`src/rtl/core/bmwf_pkg.sv`:
```
// Package for the binary morphology window filter.
// Holds register codes, field widths, payload structs and the geometry record.
// No dependencies; compile first.
package bmwf_pkg;

  localparam int unsigned MaxWidthDef  = 1024;
  localparam int unsigned MaxHeightDef = 1024;
  localparam int unsigned KmaxDef      = 5;
  localparam int unsigned MaskStride   = 5;

  localparam int unsigned DimW     = 11;
  localparam int unsigned KW       = 3;
  localparam int unsigned MaskW    = 25;
  localparam int unsigned LagW     = 14;
  localparam int unsigned CfgIdxW  = 3;
  localparam int unsigned CfgDataW = 25;

  localparam logic [DimW-1:0]  RstImgDim = 11'd512;
  localparam logic [KW-1:0]    RstKDim   = 3'd5;
  localparam logic [KW-1:0]    RstAnchor = 3'd2;
  localparam logic [MaskW-1:0] RstMask   = '1;

  typedef enum logic [CfgIdxW-1:0] {
    CFG_MODE,
    CFG_IMG_WIDTH,
    CFG_IMG_HEIGHT,
    CFG_KERNEL_ROWS,
    CFG_KERNEL_COLS,
    CFG_ANCHOR_ROW,
    CFG_ANCHOR_COL,
    CFG_KERNEL_MASK
  } cfg_reg_e;

  typedef struct packed {
    logic req_type;
    logic pixel_in;
  } in_item_t;

  typedef struct packed {
    logic pixel_out;
    logic last_of_frame;
  } out_item_t;

  typedef struct packed {
    logic [CfgIdxW-1:0]  index;
    logic [CfgDataW-1:0] data;
  } cfg_wr_t;

  typedef struct packed {
    logic             erode;
    logic [DimW-1:0]  width;
    logic [DimW-1:0]  height;
    logic [KW-1:0]    dr;
    logic [KW-1:0]    dc;
    logic [MaskW-1:0] mask;
  } geom_t;

  typedef struct packed {
    logic            step;
    logic            emit;
    logic            last;
    logic            pixel;
    logic [DimW-1:0] row;
    logic [DimW-1:0] col;
  } step_t;

endpackage

```
`src/rtl/core/bmwf_cell.sv`:
```
// One column of the filter window: holds one bit per window row and passes
// the column to its neighbor on every stream step. Reports a hit for its column.
// Depends on bmwf_pkg.
module bmwf_cell
  import bmwf_pkg::*;
#(
  parameter int unsigned KDIM = KmaxDef
) (
  input  logic            clk_i,
  input  logic            rst_ni,
  input  logic            step_i,
  input  logic [KDIM-1:0] col_i,
  output logic [KDIM-1:0] col_o,
  input  logic            erode_i,
  input  logic            col_ok_i,
  input  logic [KDIM-1:0] row_ok_i,
  input  logic [KDIM-1:0] mask_i,
  output logic            hit_o
);

  logic [KDIM-1:0] bits_q;
  logic [KDIM-1:0] term;

  always_ff @(posedge clk_i or negedge rst_ni) begin
    if (!rst_ni) begin
      bits_q <= '0;
    end else if (step_i) begin
      bits_q <= col_i;
    end
  end

  assign term  = erode_i ? ~bits_q : bits_q;
  assign hit_o = col_ok_i && (|(mask_i & row_ok_i & term));
  assign col_o = bits_q;

endmodule

```
`config.mk`:
```
export PLATFORM = sky130hd
export DESIGN_NAME = bmwf_cell
export DESIGN_NICKNAME = d
export VERILOG_FILES = /design/src/rtl/core/bmwf_pkg.sv /design/src/rtl/core/bmwf_cell.sv
export SDC_FILE = /design/constraint.sdc
export NUM_CORES = 1
export LEC_CHECK = 0
export ABC_AREA = 1
export BUFFER_PORTS_ARGS = -buffer_cell sky130_fd_sc_hd__buf_4
export CORE_AREA = 2 2 39 41
export CTS_CLUSTER_DIAMETER = 40
export DETAILED_ROUTE_END_ITERATION = 8
export DIE_AREA = 0 0 41 43
export SLEW_MARGIN = 10
export SYNTH_ARGS = -nofsm -noshare
export SYNTH_HDL_FRONTEND = slang
export SYNTH_SLANG_ARGS = --single-unit
```
`constraint.sdc`:
```
create_clock -name clk_i -period 0.9 [get_ports clk_i]
set_input_delay 0.18 -clock clk_i [delete_from_list [all_inputs] [get_ports clk_i]]
set_output_delay 0.18 -clock clk_i [all_outputs]
set_load 0.01 [all_outputs]
```
==> Word-level counts from Yosys, hierarchy flattened <==
Index checks and enable logic that the tools add are counted.
{ "totals": {"reg_bits": 5, "in_bits": 20, "output_inout_bits": 6} }
{ "classes": {"mux": 1, "n_bitwise": 3, "n_reduce_logical": 2} }
{ "op_table": {"columns": ["operator", "n"], "rows": [
  ["$and A5 B5 Y5", 2],
  ["$mux W5", 1],
  ["$not A5 Y5", 1],
  ["$reduce_or A5 Y1", 1],
  ["$logic_and A1 B1 Y1", 1]
]} }

==> Longest topological paths before layout <==
{ "logic_depth": {"word_depth": 5, "ltp_mapped": 6, "depth_no_buf": 6} }

==> Worst setup path before layout <==
No wires, ideal clock.
{ "synth_path": {"path_type": "register to output", "startpoint": "register bits_q[3], in the netlist col_o[3]", "endpoint": "output hit_o", "arrival_ns": 0.841, "slack_ns": -0.121, "stages_incl_launch_ff": 7, "path_buffers": 0, "path_cell_list": "dfrtp_1 -> inv_1 -> nand2_2 -> nand3_1 -> nand3_1 -> nor2_1 -> nor2_1"} }
{ "synth_between": {"elab_chain_cells": 5} }
{ "synth_rtl": {"columns": ["item", "line", "rtl"], "rows": [
  ["start: declaration", "bmwf_cell.sv:21", "logic [KDIM-1:0] bits_q;"],
  ["start signal: assignment", "bmwf_cell.sv:28", "bits_q <= col_i;"],
  ["$not A5 Y5", "bmwf_cell.sv:32", "assign term = erode_i ? ~bits_q : bits_q;"],
  ["$mux W5 *", "bmwf_cell.sv:32", null],
  ["$and A5 B5 Y5 *", "bmwf_cell.sv:33", "assign hit_o = col_ok_i && (|(mask_i & row_ok_i & term));"],
  ["$reduce_or A5 Y1 *", "bmwf_cell.sv:33", null],
  ["$logic_and A1 B1 Y1 *", "bmwf_cell.sv:33", null],
  ["end: declaration", "bmwf_cell.sv:18", "output logic hit_o"]
]} }
Every way passes the cells marked *; elsewhere a longest branch is shown, timed or not.

==> Final worst setup path <==
Ends and elaborated chain as after synthesis.

==> metrics.cfg <==
[critical_path]
cp_slowest_stage_delay_ps=400
path_class=flip-flop to primary output
r2r_end=col_o[1]$_DFFE_PN0P_
endpoint_kind=primary output
r2r_slack_ps=20
crit_arrival_ps=1220
critPathMaxFanout=3
worst_path_max_delay_cell=dfrtp_1
worst_ep_required_time_ps=720
startpoint_type=flip-flop
crit-reg2reg-launch=col_o[1]$_DFFE_PN0P_
crit_path_cell_trace=inv_2 > nand2_2 > nand3_2 > nand3_1 > nor2_1 > nor2_2 > buf_4
r2r_cells=4

[final_layout]
final_cells=104
drive_gt1_frac=0.557
area_delta_synth_final_pct=125
largest_reg_flops=5
num_antenna_cells=0
fin_nets=109
stdcell_area_sq_um=683
final_util=0.494

[worst_hold_path]
min_to=col_o[2]$_DFFE_PN0P_
min_from=col_i[2]
hold_path_depth=3
hold_path.class=input port to flip-flop

[die]
ios=26
core_area_sq_mm=0.00138
dieArea_sq_mm=0.00176
rows=14
die_w_um=41
start_util=0.220
fp.dieH_um=43

[sta]
tns_ps=-1290
finalCritPeriodShare=1.55
worstMarginPinSlew_ps=146
hold_viol=0
fin_ws_ps=-499
fin_crit_ps=1400
setup_viol=6
rsz0062_at_grt=yes
skew_ps=0
max-slew-margin-rel=0.902
slew_violations=0
max_freq_ghz=0.715

[placement]
dpl.cell_count=97
placed_area_sq_um=591
dp_hpwl_um=656
io_buffers=25
gp_congestion=0.645

[detailed_routing]
wl_um=964
via_per_inst=4.05
post-route-drc-count=0
wl_per_cell_um=9.27
via_count=421
drt_first_iter_violations=1
detail-route-antenna-nets=0
drtPass1Iterations=3

[global_route]
grt_overflow_total=0
track_usage=0.119
grt_max_degree=11
grt_first_pass_wirelength_um=1430
grt_pass1_vias=396
antenna_found_initial=0

[synthesis]
synth_area_per_cell_sq_um=6.47
synthTopCellsByArea=dfrtp_1, nand2_1, inv_1
postSynthCellCount=47
ys_seq_elements=5
yosysWarnings=0
seq_area_frac_synth=0.412
synth_top_area_frac=0.412
synth_area_sq_um=304
yosys.area.top_type=dfrtp_1
yosysUniqueCellTypes=11
syn-num-nets=67

[cts]
numCtsBuffers=3
cts_buffer_depth=2
cts_tree=done
cts_root_buffer=clkbuf_4
htreeDepth=1
clk-insertion-delay-late_ps=240
clkTransAtPathRegs_ps=50
clock-sinks=5

[power_and_ir_drop]
power.leakage_uw=0.000383
vdd_ir_drop_max_uv=563
power_density_mw_per_mm2=1230

[outcome]
failed_checks=negative setup slack
status=finished with violations

[job]
maxCapViolations=0

[critical path, delay by kind of cell (launching register included)]
| kind | cells | cell delay, ps |
|---|---|---|
| buf+inv | 2 | 210 |
| flops | 1 | 400 |
| simple gates | 5 | 370 |
[worst max-delay path by stage]
| stage | startpoint | end | slack (ps) | cells after the start |
|---|---|---|---|---|
| after floorplan | col_o[4]$_DFFE_PN0P_ | hit_o | -110 | 6 |
| after global placement | col_o[4]$_DFFE_PN0P_ | hit_o | -250 | 7 |
| after detailed placement | col_o[4]$_DFFE_PN0P_ | hit_o | -240 | 7 |
| after CTS | col_o[4]$_DFFE_PN0P_ | hit_o | -460 | 7 |
| after global routing | col_o[0]$_DFFE_PN0P_ | hit_o | -570 | 7 |
| final | col_o[3]$_DFFE_PN0P_ | hit_o | -500 | 7 |
[cells by family after synthesis]
family	synth area share
AOI/OAI and AO/OA	0.0823
buffers and inverters	0.123
and+or+nand+nor	0.383
DFF	0.412
[synthesized netlist by cell type]
cell type,number
inv_2,1
inv_1,8
nand2_1,18
nand3_1,3
nor2_1,2
nand3b_1,1
clkbuf_1,1
nand2_2,1
dfrtp_1,5
o21ai_0,5
nand4_1,2
[metal layers]
metal / part of all wire / track usage
met5: 0 / 0
met4: 0 / 0.0800
met3: 0.062 / 0.0314
met2: 0.52 / 0.175
met1: 0.41 / 0.145
[layout by cell type, fill, tap and decap left out]
master / netlist / final
nand3_2: 0 / 1
nand2_1: 18 / 18
o21ai_0: 5 / 3
inv_1: 8 / 4
nor2_2: 0 / 1
nor2_1: 2 / 1
dfrtp_1: 5 / 5
inv_2: 1 / 5
o21ai_2: 0 / 1
buf_4: 0 / 27
buf_6: 0 / 10
clkbuf_4: 0 / 3
clkbuf_1: 1 / 1
o21ai_1: 0 / 1
nand2_2: 1 / 1
nand3_1: 3 / 2
nand4_1: 2 / 2
nand3b_1: 1 / 1
dlygate4sd3_1: 0 / 1
[repair_timing]
action	in CTS	in global routing
gates cloned	0	0
setup buffers	8	3
endpoints found under the hold margin	5	0
pin swaps	3	3
setup endpoints to repair	6	8
hold buffers	1	0
gates resized for setup	8	9
[where the power goes]
part	switching, uW	total [uW]	leakage, uW	internal [uW]
Sequential	20.5	266	0.0000607	246
Combinational	111	308	0.000307	197
Clock	95.1	263	0.0000150	168
[metrics by stage]
| stage | hold slack, ps | setup WS (ps) | power [uW] |
|---|---|---|---|
| 2_1_floorplan | -116 | -115 | 343 |
| 3_3_place_gp | -16.8 | -250 | 517 |
| 3_5_place_dp | -15.5 | -236 | 518 |
| 4_1_cts | 138 | -459 | 838 |
| 5_1_grt | 155 | -566 | 899 |
| 6_report | 139 | -499 | 837 |
[area by class of cell]
type / count / area [sq um]
fillers: 144 / 701
repair buffers: 38 / 325
multi-input cells: 32 / 153
flip-flops and latches: 5 / 125
inverters: 9 / 33.8
clock buffers: 4 / 26.3
well taps: 16 / 20.0
No activity file was read; power rests on OpenSTA's default activity.
