## src/rtl/core/bmwf_pkg.sv

```systemverilog
// Package for the binary morphology window filter.
// Holds register codes, field widths, payload structs and the geometry record.
// No dependencies; compile first.
package bmwf_pkg;

  localparam int unsigned MaxWidthDef  = 1024;
  localparam int unsigned MaxHeightDef = 1024;
  localparam int unsigned KmaxDef      = 5;
  localparam int unsigned MaskStride   = 5;

  localparam int unsigned DimW     = 11;
  localparam int unsigned KW       = 3;
  localparam int unsigned MaskW    = 25;
  localparam int unsigned LagW     = 14;
  localparam int unsigned CfgIdxW  = 3;
  localparam int unsigned CfgDataW = 25;

  localparam logic [DimW-1:0]  RstImgDim = 11'd512;
  localparam logic [KW-1:0]    RstKDim   = 3'd5;
  localparam logic [KW-1:0]    RstAnchor = 3'd2;
  localparam logic [MaskW-1:0] RstMask   = '1;

  typedef enum logic [CfgIdxW-1:0] {
    CFG_MODE,
    CFG_IMG_WIDTH,
    CFG_IMG_HEIGHT,
    CFG_KERNEL_ROWS,
    CFG_KERNEL_COLS,
    CFG_ANCHOR_ROW,
    CFG_ANCHOR_COL,
    CFG_KERNEL_MASK
  } cfg_reg_e;

  typedef struct packed {
    logic req_type;
    logic pixel_in;
  } in_item_t;

  typedef struct packed {
    logic pixel_out;
    logic last_of_frame;
  } out_item_t;

  typedef struct packed {
    logic [CfgIdxW-1:0]  index;
    logic [CfgDataW-1:0] data;
  } cfg_wr_t;

  typedef struct packed {
    logic             erode;
    logic [DimW-1:0]  width;
    logic [DimW-1:0]  height;
    logic [KW-1:0]    dr;
    logic [KW-1:0]    dc;
    logic [MaskW-1:0] mask;
  } geom_t;

  typedef struct packed {
    logic            step;
    logic            emit;
    logic            last;
    logic            pixel;
    logic [DimW-1:0] row;
    logic [DimW-1:0] col;
  } step_t;

endpackage

```

## src/rtl/core/bmwf_line_buf.sv

```systemverilog
// Row delay memory of the filter: one word per column holds the older rows.
// Read data is prefetched and registered, with a bypass for single-column images.
// Depends on bmwf_pkg.
module bmwf_line_buf
  import bmwf_pkg::*;
#(
  parameter int unsigned MAX_WIDTH = MaxWidthDef,
  parameter int unsigned KDIM      = KmaxDef
) (
  input  logic             clk_i,
  input  logic             rst_ni,
  input  logic [DimW-1:0]  width_i,
  input  logic             step_i,
  input  logic             restart_i,
  input  logic             pixel_i,
  output logic [KDIM-1:0]  col_o
);

  localparam int unsigned AddrW = $clog2(MAX_WIDTH);
  localparam int unsigned WordW = KDIM - 1;
  localparam int unsigned CmpW  = ((AddrW > DimW) ? AddrW : DimW) + 1;

  logic [WordW-1:0] mem_q [MAX_WIDTH];
  logic [WordW-1:0] rdata_q;
  logic [WordW-1:0] fwd_word_q;
  logic             fwd_q;
  logic [AddrW-1:0] ptr_q;
  logic [AddrW-1:0] ptr_d;
  logic [AddrW-1:0] rd_addr;
  logic [WordW-1:0] word_old;
  logic [WordW-1:0] word_new;
  logic             wrap;

  assign wrap     = (CmpW'(ptr_q) + CmpW'(1)) >= CmpW'(width_i);
  assign ptr_d    = (wrap || restart_i) ? '0 : ptr_q + AddrW'(1);
  assign rd_addr  = step_i ? ptr_d : ptr_q;
  assign word_old = fwd_q ? fwd_word_q : rdata_q;
  assign word_new = (word_old << 1) | WordW'(pixel_i);
  assign col_o    = {word_old, pixel_i};

  always_ff @(posedge clk_i) begin
    if (step_i) begin
      mem_q[ptr_q] <= word_new;
    end
    rdata_q    <= mem_q[rd_addr];
    fwd_word_q <= word_new;
  end

  always_ff @(posedge clk_i or negedge rst_ni) begin
    if (!rst_ni) begin
      ptr_q <= '0;
      fwd_q <= 1'b0;
    end else begin
      fwd_q <= step_i && (ptr_d == ptr_q);
      if (step_i) begin
        ptr_q <= ptr_d;
      end
    end
  end

endmodule

```

## config.mk

```make
export PLATFORM = sky130hd
export DESIGN_NAME = bmwf_line_buf
export DESIGN_NICKNAME = d
export VERILOG_FILES = /design/src/rtl/core/bmwf_pkg.sv /design/src/rtl/core/bmwf_line_buf.sv
export SDC_FILE = /design/constraint.sdc
export NUM_CORES = 2
export LEC_CHECK = 0
export CAP_MARGIN = 15
export CELL_PAD_IN_SITES_DETAIL_PLACEMENT = 1
export CELL_PAD_IN_SITES_GLOBAL_PLACEMENT = 1
export CORE_ASPECT_RATIO = 1.25
export CORE_MARGIN = 4
export CORE_UTILIZATION = 34
export DETAILED_ROUTE_END_ITERATION = 12
export DONT_BUFFER_PORTS = 1
export PLACE_DENSITY = 0.58
export REMOVE_ABC_BUFFERS = 1
export SYNTH_ARGS = -nofsm -noshare
export SYNTH_HDL_FRONTEND = slang
export SYNTH_SLANG_ARGS = --single-unit
```

## constraint.sdc

```tcl
create_clock -name clk_i -period 23.9 [get_ports clk_i]
set_input_delay 4.78 -clock clk_i [delete_from_list [all_inputs] [get_ports clk_i]]
set_output_delay 4.78 -clock clk_i [all_outputs]
set_load 0.01 [all_outputs]
```

# After elaboration in Yosys (flattened, before gate mapping)
# Memories as Yosys holds them, arrays and structs flattened. A register that Yosys moved wholly into a read port is not among the register bits.
# Index checks and enable logic that the tools add are counted.
[totals]
register_bits = 15
ramBits = 4096
memories = 1
wordCells = 16
[op_classes]
n_reduce_logical = 2
n_bitwise = 1
n_mux = 5
magnitude_cmp = 1
n_addsub = 2
eq_ne = 1
[memory_table]
columns = ["name", "words", "width", "read_ports", "rd_ports_with_merged_regs", "write_ports", "line", "text"]
rows = [
  ["mem_q", 1024, 4, 1, 1, 1, "bmwf_line_buf.sv:23", "logic [WordW-1:0] mem_q [MAX_WIDTH];"],
]
[op_table]
columns = ["cell", "count"]
rows = [
  ["$mux 10", 2],
  ["$add 10x1->11 const B", 1],
  ["$ge 11x11->1", 1],
  ["$add 10x1->10 const B", 1],
  ["$eq 10x10->1", 1],
  ["$mux 4", 1],
  ["$or 4x1->4", 1],
  ["$mux 1", 2],
  ["$logic_and 1x1->1", 1],
  ["$logic_or 1x1->1", 1],
]

# Logic depth before layout (Yosys ltp)
[depth]
word_depth = 6
ltp_mapped = 25
depth_no_buf = 18

# Worst setup path after synthesis
# No wires, ideal clock.
[synth_path]
path_kind = "reg-to-output"
startpoint = "register fwd_q"
endpoint = "output port col_o[1]"
slack_ps = 11749
path_buffers = 0
path_stages_with_launch = 2
t_arrival_ps = 7371
cell_sequence = "dfrtp_1 -> mux2_2"
[synth_via]
elab_chain_cells = 1
[synth_rtl]
columns = ["element", "line", "text"]
rows = [
  ["start: declaration", "bmwf_line_buf.sv:26", "logic fwd_q;"],
  ["start signal: assignment", "bmwf_line_buf.sv:54", "fwd_q <= step_i && (ptr_d == ptr_q);"],
  ["$mux 4", "bmwf_line_buf.sv:37", "assign word_old = fwd_q ? fwd_word_q : rdata_q;"],
  ["end: declaration", "bmwf_line_buf.sv:16", "output logic [KDIM-1:0] col_o"],
]
# Every way passes these cells.

# Final worst setup path
[layout_path]
startpoint = "input port width_i[2]"
endpoint = "register rdata_q[0], read port of mem_q"
[layout_via]
elab_chain_cells = 4
[layout_rtl]
columns = ["element", "line", "text"]
rows = [
  ["start: declaration", "bmwf_line_buf.sv:12", "input logic [DimW-1:0] width_i,"],
  ["$ge 11x11->1", "bmwf_line_buf.sv:34", "assign wrap = (CmpW'(ptr_q) + CmpW'(1)) >= CmpW'(width_i);"],
  ["$logic_or 1x1->1", "bmwf_line_buf.sv:35", "assign ptr_d = (wrap || restart_i) ? '0 : ptr_q + AddrW'(1);"],
  ["$mux 10", "bmwf_line_buf.sv:35", ""],
  ["$mux 10", "-", ""],
  ["end: declaration", "bmwf_line_buf.sv:24", "logic [WordW-1:0] rdata_q;"],
]
# Every way passes these cells.

==> run summary <==
Die width: 637.3 um
DR WL met2: 339200 um
Worst Tran Pin Value: 1.452 ns
P_sw: 8.126 mW
CP Class: in -> reg
Peak VDD IR: 0.1111 mV
Max layer used: met5
Starting Density: 34.16%
Final-report setup violation count: 0
Worst-skew pair later-pin latency: 1.04 ns
Final period utilization: 48.27%
Slew headroom: 3.212%
Vias in the first global route: 116.0k
Antenna violations before repair: 82
Worst Clk Skew: 0.06727 ns
Pins Over Slew Limit: 0
Metal-1 WL: 269700 um
CTS root buffer: clkbuf_16
Clock Path Buffers: 4
Met3 routed WL: 62570 um
Top post-synthesis cells by area: edfxtp_1, nand2_1, mux2i_1, nor2_1, nand3_1
RSZ-0062 raised after global routing: false
Post-synthesis async set-or-reset flop share: 0.2673%
Post-route ant nets: 0
CTS H-tree depth: 5
CP Max Fanout: 42
Share of total power in the clock network: 29.7%
CTS Hold Bufs: 0
Clk sinks: 4115
Largest net degree at the start of global routing: 301
GRT Residual Overflow: 0
Post-layout minimum cycle time: 11.54 ns
Reg clk slew, reported paths: 0.06 ns
Critical Path AT: 12.41 ns
Synth Area per Inst: 13.44 sq um
Worst path bufs/invs: 6
Mapped Area: 168300 sq um
Crit path cell chain: inv_1, ha_1, nand2_1, o21ai_1, buf_4, nand2_1, a31oi_4, buf_4, buf_4, buf_4, buf_4, mux2i_1, o221ai_1, o21ai_0, o211ai_1, o31ai_1, a21oi_1, o31ai_1, o32ai_1
Num CTS Buffers: 402
Gpl congestion: 0.8840
Synth area leader: edfxtp_1
Vias per cell: 5.999
Final #Nets: 12.42k
Status: completed
First-pass GRT wire length: 975700 um
Initial DRC count: 15.43k
TritonCTS clock tree: yes
Die area: 506400 sq um
CP delay by family, top: compound AO/OA/AOI/OAI gates
Dpl ws: 11.53 ns
Number of synthesized flops with an enable pin: 4096
Max cap viols: 0
Synth-to-layout area growth: 12.40%
DRT Pass-1 Iters: 6
Die height: 794.6 um
Fin cells: 19.29k
Worst EP required: 24.78 ns
Internal power: 13.70 mW
Worst path max stage delay: 0.85 ns
Post-CTS Setup Bufs: 0
Crit path setup slack, layout: 12.36 ns
Core Region: 492600 sq um
Via count: 115.7k
Share of layout cells above drive strength 1: 8.839%
Register area share after synthesis: 73.35%
Critical R2R Launch: ptr_q[0]$_DFF_PN0_
Reg power frac: 40.4%
Gate power share: 29.8%
Unique cell type count in the Yosys netlist: 91
Maximum clock frequency: 86.68 MHz
DRT Wirelength: 715600 um
Synthesized instance count: 12.52k
FF+latch count, synth: 4115
Pleak: 60.44 nW
Critical path endpoint category: flop
Site row count: 288
Post-DP HPWL: 428800 um
Drt drc: 0
Top-count cell post-synth: edfxtp_1
Port bufs: 0
Cell Pwr Density: 115.4 nW/um^2
# placed instances: 18.50k
Worst Hold Class: reg -> reg
CP startpoint: width_i[2]
Count of final hold-check violations: 0
Synth top area share: 73.09%
Wire per inst: 37.10 um
Top cell by count, worst path: buf_4
Synth Flop Type: edfxtp_1
GRT Util Overall: 27.37%
I/O Pins: 21
Hold Crit Start: fwd_word_q[2]$_DFF_P_
Cts repair resizes: 0
Most frequent cells after synthesis: edfxtp_1, nand2_1, nor2_1
Synth warn: 0
CP max stage cell: o21ai_1
Sw Share: 37.23%
Setup crit start kind: input port
[placed cells by master (no fill, tap or decap), drive strengths merged, types with 21 or more instances in the layout]
cell type / n
a311oi: 27
bufinv: 40
diode: 47
o21ai: 170
nand2: 2621
nand3: 679
o211ai: 35
clkbuf: 507
edfxtp: 4096
and3: 47
mux2i: 745
o22ai: 177
inv: 42
buf: 379
a21oi: 514
nor2: 1183
a22oi: 44
clkinv: 167
a211oi: 53
a32oi: 221
nor4: 116
a31oi: 181
nand4: 171
a2111oi: 21
a221oi: 106
mux2: 33
nor3: 85
[power groups by stage]
stage	sequential (mW)	combinational, mW	clock [mW]
after floorplan	9.39	3.73	0
after global routing	8.82	6.67	6.85
after global placement	8.97	6.31	0
after CTS	8.82	6.41	6.55
after detailed placement	8.97	6.39	0
final	8.82	6.51	6.49
[path summary, 6_finish.rpt]
check	endpoint	cells after the start	slack, ns
setup / recovery	rdata_q[0]$_DFF_P_	19	12.36
hold reg to reg	mem_q[520][3]$_DFFE_PP_	1	0.76
hold / removal	mem_q[520][3]$_DFFE_PP_	1	0.76
min in group asynchronous	ptr_q[0]$_DFF_PN0_	0	3.45
max in group asynchronous	ptr_q[3]$_DFF_PN0_	0	20.35
setup reg to reg	rdata_q[0]$_DFF_P_	21	13.39
[state kept, by name, indices dropped and copies added, names as in the netlist]
register / cells
mem_q: 4096
rdata_q: 4
fwd_q: 1
ptr_q: 10
fwd_word_q: 4
[final cells by class]
cell class	count	area [sq um]
multi-input combinational	7451	40990
fill	50658	303400
clock buffer	507	10610
timing repair buffer	379	3197
tap	6525	8164
antenna	47	117.6
sequential	4115	123400
clock inverter	230	2462
inverter	35	186.4
[per-layer routing]
| metal | vias to the layer above | track usage (%) |
|---|---|---|
| met1 | 61125 | 34.58 |
| met5 | - | 0 |
| met2 | 6384 | 44.71 |
| met3 | 1524 | 4.897 |
| met4 | 22 | 14.75 |
| li1 | 46664 | - |
[stage by stage]
step	TNS (ns)	hold WS, ns	util (%)	power (mW)	instance area [sq um]
floorplan	-162.73	0.6398	-	13.13	163700
global placement	0	0.7607	35.69	15.28	175800
detailed placement	0	0.7627	35.71	15.37	175900
CTS	0	0.7824	38.36	21.78	189000
global route	0	0.7689	38.38	22.34	189100
finish	0	0.7609	38.40	21.83	189200
[logic make-up after synthesis]
| family | synth area share [%] |
|---|---|
| DFF | 73.35 |
| xor gates and xnor gates | 0.04163 |
| and+or+nand+nor | 12.23 |
| buffers and inverters | 2.834 |
| adders and majority gates | 0.1115 |
| muxes | 4.652 |
| AOI/OAI and AO/OA | 6.783 |
(Power assumes the default switching activity.)
